$ cat src/design/awtp_pkg.sv
// shared widths and register indexes for the argmax tie-pick block
// no dependencies; used by the top level and the port checker
package awtp_pkg;

   // field widths
   localparam int PROB_W = 17;
   localparam int DRAW_W = 16;
   localparam int OUT_W  = 7;

   // packed bus widths (whole bytes)
   localparam int REQ_TDATA_W = 40;
   localparam int RSP_TDATA_W = 16;

   // configuration port
   localparam int CSR_IDX_W  = 1;
   localparam int CSR_DATA_W = 17;

   localparam logic [CSR_IDX_W-1:0] CSR_MIN_PROB = 1'd0;
   localparam logic [CSR_IDX_W-1:0] CSR_TIE_TOL  = 1'd1;

   // register reset values
   localparam logic [PROB_W-1:0] MIN_PROB_RST = 17'd0;
   localparam logic [PROB_W-1:0] TIE_TOL_RST  = 17'd1;

endpackage

$ cat src/design/awtp_tie_list.sv
// tie list storage: one write port, one registered read port
// no package dependency; instantiated by argmax_with_tie_pick
module awtp_tie_list #(
   parameter int DEPTH = 64,
   parameter int DW    = 7
) (
   input  logic                     clock,
   input  logic                     wr_en,
   input  logic [$clog2(DEPTH)-1:0] wr_addr,
   input  logic [DW-1:0]            wr_data,
   input  logic                     rd_en,
   input  logic [$clog2(DEPTH)-1:0] rd_addr,
   output logic [DW-1:0]            rd_data
);

   logic [DW-1:0] mem_ff [DEPTH];
   logic [DW-1:0] rd_data_ff;

   // write port
   always_ff @(posedge clock) begin
      if (wr_en) begin
         mem_ff[wr_addr] <= wr_data;
      end
   end

   // read port, old data on a same-address write
   always_ff @(posedge clock) begin
      if (rd_en) begin
         rd_data_ff <= mem_ff[rd_addr];
      end
   end

   assign rd_data = rd_data_ff;

endmodule

$ cat src/design/argmax_with_tie_pick.sv
// argmax with tolerance ties and a random pick among the tied entries
// depends on awtp_pkg and awtp_tie_list
//
//   channel  dir  handshake             payload
//   req      in   req_tvalid/tready     tdata: prob, random_draw; tlast: last
//   rsp      out  rsp_tvalid/tready     tdata: chosen_state, tie_count
//   csr      in   csr_wr_en             csr_index, csr_wdata
//
// one item per cycle unless a last item waits; a result is registered once its last item leaves the input register
// the running max / tie count update is combinational from the input register
// req_tready drops only while a last item waits for a full result register
// reset clears control state and loads min_prob = 0, tie_tolerance = 1
// the tie list holds no reset value: only entries of the current group are read
module argmax_with_tie_pick
   import awtp_pkg::*;
#(
   parameter int MAX_GEN = 64
) (
   input  logic                   clock,
   input  logic                   reset,
   // prob [16:0], random_draw [32:17], zero [39:33]
   input  logic [REQ_TDATA_W-1:0] req_tdata,
   input  logic                   req_tlast,
   input  logic                   req_tvalid,
   output logic                   req_tready,
   // chosen_state [6:0], tie_count [13:7], zero [15:14]
   output logic [RSP_TDATA_W-1:0] rsp_tdata,
   output logic                   rsp_tvalid,
   input  logic                   rsp_tready,
   input  logic                   csr_wr_en,
   input  logic [CSR_IDX_W-1:0]   csr_index,
   input  logic [CSR_DATA_W-1:0]  csr_wdata
);

   localparam int IW = $clog2(MAX_GEN + 1);
   localparam int AW = $clog2(MAX_GEN);
   localparam logic [IW-1:0] GEN_LIMIT = IW'(MAX_GEN);
   localparam logic [IW-1:0] ONE_IDX   = IW'(1);

   // configuration registers
   logic [PROB_W-1:0] min_prob_ff;
   logic [PROB_W-1:0] tie_tol_ff;

   // input register
   logic              s1_valid_ff;
   logic [PROB_W-1:0] s1_prob_ff;
   logic [DRAW_W-1:0] s1_draw_ff;
   logic              s1_last_ff;

   // group state
   logic [PROB_W-1:0] run_max_ff, run_max_in;
   logic [IW-1:0]     elem_idx_ff, elem_idx_in;
   logic [IW-1:0]     tie_total_ff, tie_total_in;

   // result register
   logic              rsp_valid_ff;
   logic [IW-1:0]     cnt_ff;
   logic              byp_ff;
   logic [IW-1:0]     byp_data_ff;

   logic              s1_go;
   logic [PROB_W-1:0] cur_max;
   logic              active;
   logic [IW-1:0]     pos;
   logic [PROB_W-1:0] diff;
   logic              is_tie;
   logic              is_new;
   logic              append;
   logic [IW-1:0]     total_nx;
   logic [DRAW_W+IW-1:0] prod;
   logic [AW-1:0]     pick;
   logic              wr_en;
   logic [AW-1:0]     wr_addr;
   logic              rd_en;
   logic [IW-1:0]     rd_data;
   logic [IW-1:0]     chosen;

   // handshake: a last item moves on only when the result register frees
   assign s1_go      = s1_valid_ff && (!s1_last_ff || !rsp_valid_ff || rsp_tready);
   assign req_tready = !s1_valid_ff || s1_go;

   // configuration writes
   always_ff @(posedge clock) begin
      if (reset) begin
         min_prob_ff <= MIN_PROB_RST;
         tie_tol_ff  <= TIE_TOL_RST;
      end else if (csr_wr_en) begin
         if (csr_index == CSR_MIN_PROB) begin
            min_prob_ff <= csr_wdata;
         end
         if (csr_index == CSR_TIE_TOL) begin
            tie_tol_ff <= csr_wdata;
         end
      end
   end

   // input register
   always_ff @(posedge clock) begin
      if (reset) begin
         s1_valid_ff <= 1'b0;
      end else if (req_tready) begin
         s1_valid_ff <= req_tvalid;
      end
   end

   always_ff @(posedge clock) begin
      if (req_tready && req_tvalid) begin
         s1_prob_ff <= req_tdata[PROB_W-1:0];
         s1_draw_ff <= req_tdata[PROB_W +: DRAW_W];
         s1_last_ff <= req_tlast;
      end
   end

   // compare against the running max, reloaded at group start
   always_comb begin
      cur_max = (elem_idx_ff == '0) ? min_prob_ff : run_max_ff;
      active  = elem_idx_ff < GEN_LIMIT;
      pos     = elem_idx_ff + ONE_IDX;
      diff    = (s1_prob_ff >= cur_max) ? (s1_prob_ff - cur_max) : (cur_max - s1_prob_ff);
      is_tie  = active && (diff < tie_tol_ff);
      is_new  = active && !is_tie && (s1_prob_ff > cur_max);
      append  = is_tie && (tie_total_ff < GEN_LIMIT);
   end

   // next group state
   always_comb begin
      total_nx = tie_total_ff;
      if (append) begin
         total_nx = tie_total_ff + ONE_IDX;
      end else if (is_new) begin
         total_nx = ONE_IDX;
      end
      run_max_in   = is_new ? s1_prob_ff : cur_max;
      elem_idx_in  = active ? pos : elem_idx_ff;
      tie_total_in = total_nx;
      if (s1_last_ff) begin
         elem_idx_in  = '0;
         tie_total_in = '0;
      end
   end

   always_ff @(posedge clock) begin
      if (reset) begin
         elem_idx_ff  <= '0;
         tie_total_ff <= '0;
      end else if (s1_go) begin
         elem_idx_ff  <= elem_idx_in;
         tie_total_ff <= tie_total_in;
      end
   end

   always_ff @(posedge clock) begin
      if (s1_go) begin
         run_max_ff <= run_max_in;
      end
   end

   // tie list write and random pick
   assign wr_en   = s1_go && (append || is_new);
   assign wr_addr = is_new ? '0 : tie_total_ff[AW-1:0];
   assign prod    = {{IW{1'b0}}, s1_draw_ff} * {{DRAW_W{1'b0}}, total_nx};
   assign pick    = prod[DRAW_W +: AW];
   assign rd_en   = s1_go && s1_last_ff;

   awtp_tie_list #(
      .DEPTH (MAX_GEN),
      .DW    (IW)
   ) u_tie_list (
      .clock   (clock),
      .wr_en   (wr_en),
      .wr_addr (wr_addr),
      .wr_data (pos),
      .rd_en   (rd_en),
      .rd_addr (pick),
      .rd_data (rd_data)
   );

   // result register
   always_ff @(posedge clock) begin
      if (reset) begin
         rsp_valid_ff <= 1'b0;
      end else if (rd_en) begin
         rsp_valid_ff <= 1'b1;
      end else if (rsp_tready) begin
         rsp_valid_ff <= 1'b0;
      end
   end

   // the picked entry may be the one written with the same item
   always_ff @(posedge clock) begin
      if (rd_en) begin
         cnt_ff      <= total_nx;
         byp_ff      <= wr_en && (wr_addr == pick);
         byp_data_ff <= pos;
      end
   end

   always_comb begin
      chosen = byp_ff ? byp_data_ff : rd_data;
      if (cnt_ff == '0) begin
         chosen = '0;
      end
   end

   assign rsp_tvalid = rsp_valid_ff;
   assign rsp_tdata  = {{(RSP_TDATA_W - 2*OUT_W){1'b0}}, OUT_W'(cnt_ff), OUT_W'(chosen)};

endmodule

$ cat config.mk
export PLATFORM = sky130hd
export DESIGN_NAME = argmax_with_tie_pick
export DESIGN_NICKNAME = d
export VERILOG_FILES = /design/src/design/awtp_pkg.sv /design/src/design/awtp_tie_list.sv /design/src/design/argmax_with_tie_pick.sv
export SDC_FILE = /design/constraint.sdc
export NUM_CORES = 1
export LEC_CHECK = 0
export ABC_AREA = 1
export BUFFER_PORTS_ARGS = -buffer_cell sky130_fd_sc_hd__buf_2
export CAP_MARGIN = 20
export CORE_ASPECT_RATIO = 0.6
export CORE_UTILIZATION = 30
export DETAILED_ROUTE_END_ITERATION = 8
export GPL_TIMING_DRIVEN = 1
export HOLD_SLACK_MARGIN = 0.1
export SETUP_SLACK_MARGIN = 0.05
export SLEW_MARGIN = 0
export SYNTH_ARGS = -nofsm -noshare
export SYNTH_HDL_FRONTEND = slang
export SYNTH_HIERARCHICAL = 1
export SYNTH_SLANG_ARGS = --single-unit
$ cat constraint.sdc
create_clock -name clock -period 13 [get_ports clock]
set_input_delay 2.6 -clock clock [delete_from_list [all_inputs] [get_ports clock]]
set_output_delay 2.6 -clock clock [all_outputs]
set_load 0.01 [all_outputs]
==> results by group <==
CTS
  • CTS Sinks: between 500 and 600
  • Hold Buf Count CTS: 0
  • CTS clk-pin slew, worst paths: 0.07 ns
  • Total CTS buffers: 49
  • Clk root buf: clkbuf_16
  • # H-tree levels: 2
  • Skew-Pair Late Insertion Delay: roughly 0.60 ns
  • TritonCTS clock tree: built
  • Clk buf depth: 3

Floorplanning
  • Die Y: 241.4 um
  • Initial Utilization: 30.41%
  • Ports: 82
  • Rows: between 80 and 90
  • Core Footprint: around 94,000 um2
  • Die X: about 400 um
  • Die Area: between 90,000 and 100,000 um2

Route
  • Vias: about 20,000
  • Initial DRC count: roughly 2,000
  • DRT antenna net count: 0
  • Routed vias/inst: slightly below 5
  • Drt total wl: 77,210 um
  • DRC: 0
  • First-pass iteration count of the detailed router: 5
  • Routed length per placed instance: roughly 18 um

Worst setup path
  • Worst Setup End Kind: flop
  • Worst setup SP type: flop
  • Required time of the critical path: ~13 ns
  • Slowest stage cell, crit path: fa_1
  • Crit Path Class: flop to flop
  • Crit path max fanout: 36
  • CP Data Arrival Time: approximately 13 ns
  • Worst path max stage delay: about 0.54 ns

Timing
  • Worst Skew: 0.01525 ns
  • Fin crit period: ~12 ns
  • Least-Margin Pin Slew: approximately 1.1 ns
  • Slew Limit Fails: 0
  • Relative slew slack: 23.61%
  • Setup TNS: 0 ns
  • Final setup vio count: 0
  • Worst setup margin: a little under 0.7 ns
  • Final period util: 94.67%
  • FMAX: between 80 and 90 MHz
  • Fin. Hold Viols: 0
  • RSZ-0062 raised after global routing: false

Logic synthesis
  • Yosys reg bits: between 500 and 600
  • Seq/Total Area, Yosys: roughly three fifths
  • Cell taking the most area after synthesis: edfxtp_1
  • Syn_area_per_cell: 9.997 um2
  • Mapped cell area: 28,660 um2
  • Mapped Cells: ~2,900
  • Largest cells by area after synthesis: edfxtp_1 55%, nand2_1 11%, nand3_1 7.5%, fa_1 4.8%, ha_1 3.8%
  • Post-synth top area share: 54.58%
  • Netlist cell types: between 50 and 60
  • Yosys warnings: 6

GRT
  • Initial antenna violation count: 3
  • First-pass GRT wire length: roughly 120,000 um
  • Largest net degree at the start of global routing: a little under 100
  • GR Overflow Total: 0
  • Total Routing Usage GR: between 10% and 20%
  • Vias in the first global route: 18,998

Run status
  • Status: finished, final reports clean

Final layout
  • Multi-input combinational cell area: between 10,000 and 15,000 um2
  • Layout Nets: around 3,100
  • Area growth syn-to-layout: 12.76%
  • Layout cells sized above 1: under 10%
  • FF/Latch Area: 16,650 um2
  • Fillers: about 9,600

Hold path
  • Min-delay worst type: flop to flop

Run
  • Max-cap viol count: 0

Place
  • PortBufs: 72
  • Post-DP HPWL: between 50,000 and 60,000 um
  • Post-Place Worst Slack: 0.7780 ns
  • RePlAce Congestion: slightly below 1

Pwr
  • Leakage: ~13 nW
  • Power density cells: around 130 nW/um2
  • VDD IR max: a little over 0.1 mV
  • Total chip power: around 4.2 mW
-- synthesized netlist by cell type (all sizes together) --
master	n
buf	88
or2	12
o221ai	1
clkbuf	39
o41ai	1
o211a	1
a221oi	2
o21a	1
xor2	16
mux2i	3
nor4	12
nand4	19
dfxtp	50
a21o	5
ha	88
a2111oi	2
nor2	197
o21bai	2
nor3	10
nor3b	1
clkinv	2
o211ai	1
nand3b	2
or4	1
o221a	1
a211oi	5
o21ai	108
nand3	431
xnor2	11
and2	1
a21oi	102
nand2	812
o31ai	1
inv	246
conb	1
a21boi	2
edfxtp	521
fa	69
-- placed cells by master, fill, tap and decap left out, types with 3 or more instances in the layout --
master      netlist  layout
clkbuf_1         39       8
nand2_2           7       8
a211oi_1          5       5
nor4_1           12      10
nand2_1         804     802
nand3_1         428     425
xnor2_1          11      11
clkinvlp_4        0       7
inv_1           239     230
bufinv_16         0       8
clkinv_1          2      12
clkbuf_16         0      50
nand4_1          18      18
nor2_1          196     195
buf_4            20      47
dfxtp_1          50      50
xor2_1           15      13
or2_2            11      11
nand3_2           2       5
fa_1             69      69
edfxtp_1        521     521
a21o_1            5       5
a21oi_1         101     100
buf_12            0      11
inv_2             5       9
buf_2            52      72
ha_1             88      87
clkinv_2          0       7
o21ai_0         102     101
nor3_1            9       9
mux2i_1           3       3
o21ai_2           4       4
-- where the power goes --
group / switching (mW) / leakage (nW) / internal [mW] / total (mW)
clock: 0.687 / 0.817 / 0.879 / 1.57
sequential: 0.0154 / 5.35 / 2.02 / 2.04
combinational: 0.432 / 6.63 / 0.186 / 0.618
-- logic make-up (layout without fill, tap and decap cells) --
logic type,Yosys count,count (layout),share of synthesized area [%]
other,1,4,0.01308
and+or+nand+nor,1498,1498,22.25
adders and majority gates,157,157,8.661
buffers and inverters,375,470,5.548
DFF,571,571,58.08
muxes,3,3,0.1048
xor gates and xnor gates,27,27,0.8513
AOI/OAI and AO/OA,235,235,4.501
-- stage by stage --
step                      cell area [um2]  cells  utilization, %  hold slack (ns)
after floorplan                     28670   2868               -           0.4242
after global placement              30500   4110           32.36           0.4463
after detailed placement            30500   4110           32.36           0.4461
after CTS                           32190   4201           34.15           0.4635
after global routing                32320   4209           34.28           0.4876
final                               32320   4211           34.29           0.4607
-- final timing paths --
path | start | to | slack, ns | depth (start not counted)
worst max-delay path | elem_idx_ff[1]$_SDFFE_PP0P_ | u_tie_list/rd_data[1]$_DFFE_PP_ | 0.69 | 61
worst min-delay path | tie_tol_ff[8]$_SDFFE_PP0P_ | tie_tol_ff[8]$_SDFFE_PP0P_ | 0.46 | 2
worst max register to register | elem_idx_ff[1]$_SDFFE_PP0P_ | u_tie_list/rd_data[1]$_DFFE_PP_ | 0.69 | 61
worst min register to register | tie_tol_ff[8]$_SDFFE_PP0P_ | tie_tol_ff[8]$_SDFFE_PP0P_ | 0.46 | 2
-- state kept, by name, summed over array words and instances (netlist names), 7 cells and up, named ones only --
register / flops
u_tie_list/rd_data: 7
byp_data_ff: 7
tie_tol_ff: 17
min_prob_ff: 17
tie_total_ff: 7
cnt_ff: 7
run_max_ff: 16
elem_idx_ff: 7
s1_draw_ff: 16
u_tie_list/mem_ff: 448
s1_prob_ff: 17
-- worst max-delay path, delay by kind of cell (launching register included) --
family                     cells  cell delay, ns
AOI/OAI and AO/OA              8            1.41
xor gates and xnor gates       2            0.59
adders and majority gates      8            3.22
buffers and inverters         18            2.54
DFF                            1            0.38
and+or+nand+nor               25            3.84
-- layer usage --
layer	global-route usage [%]	part of all wire, %
met1	25.33	51
met2	20.29	38
met5	0	0
met3	4.502	10
met4	2.601	1.3
-- layout make-up --
cell class / instances / area share, %
Sequential cell: 571 / 51.50
Antenna cell: 2 / 0.01548
Tap cell: 1246 / 4.823
Timing Repair inverter: 1 / 0.02323
Inverter: 248 / 3.000
Timing Repair Buffer: 130 / 2.888
Clock buffer: 61 / 4.045
Multi-Input combinational cell: 1922 / 32.53
Clock inverter: 30 / 1.169
-- repair_timing --
action,in CTS,in global routing
buffers inserted,0,7
endpoints found under the hold margin,0,0
setup endpoints to repair,0,7
resized for setup,0,18
Power figures use the tool's default switching activity.
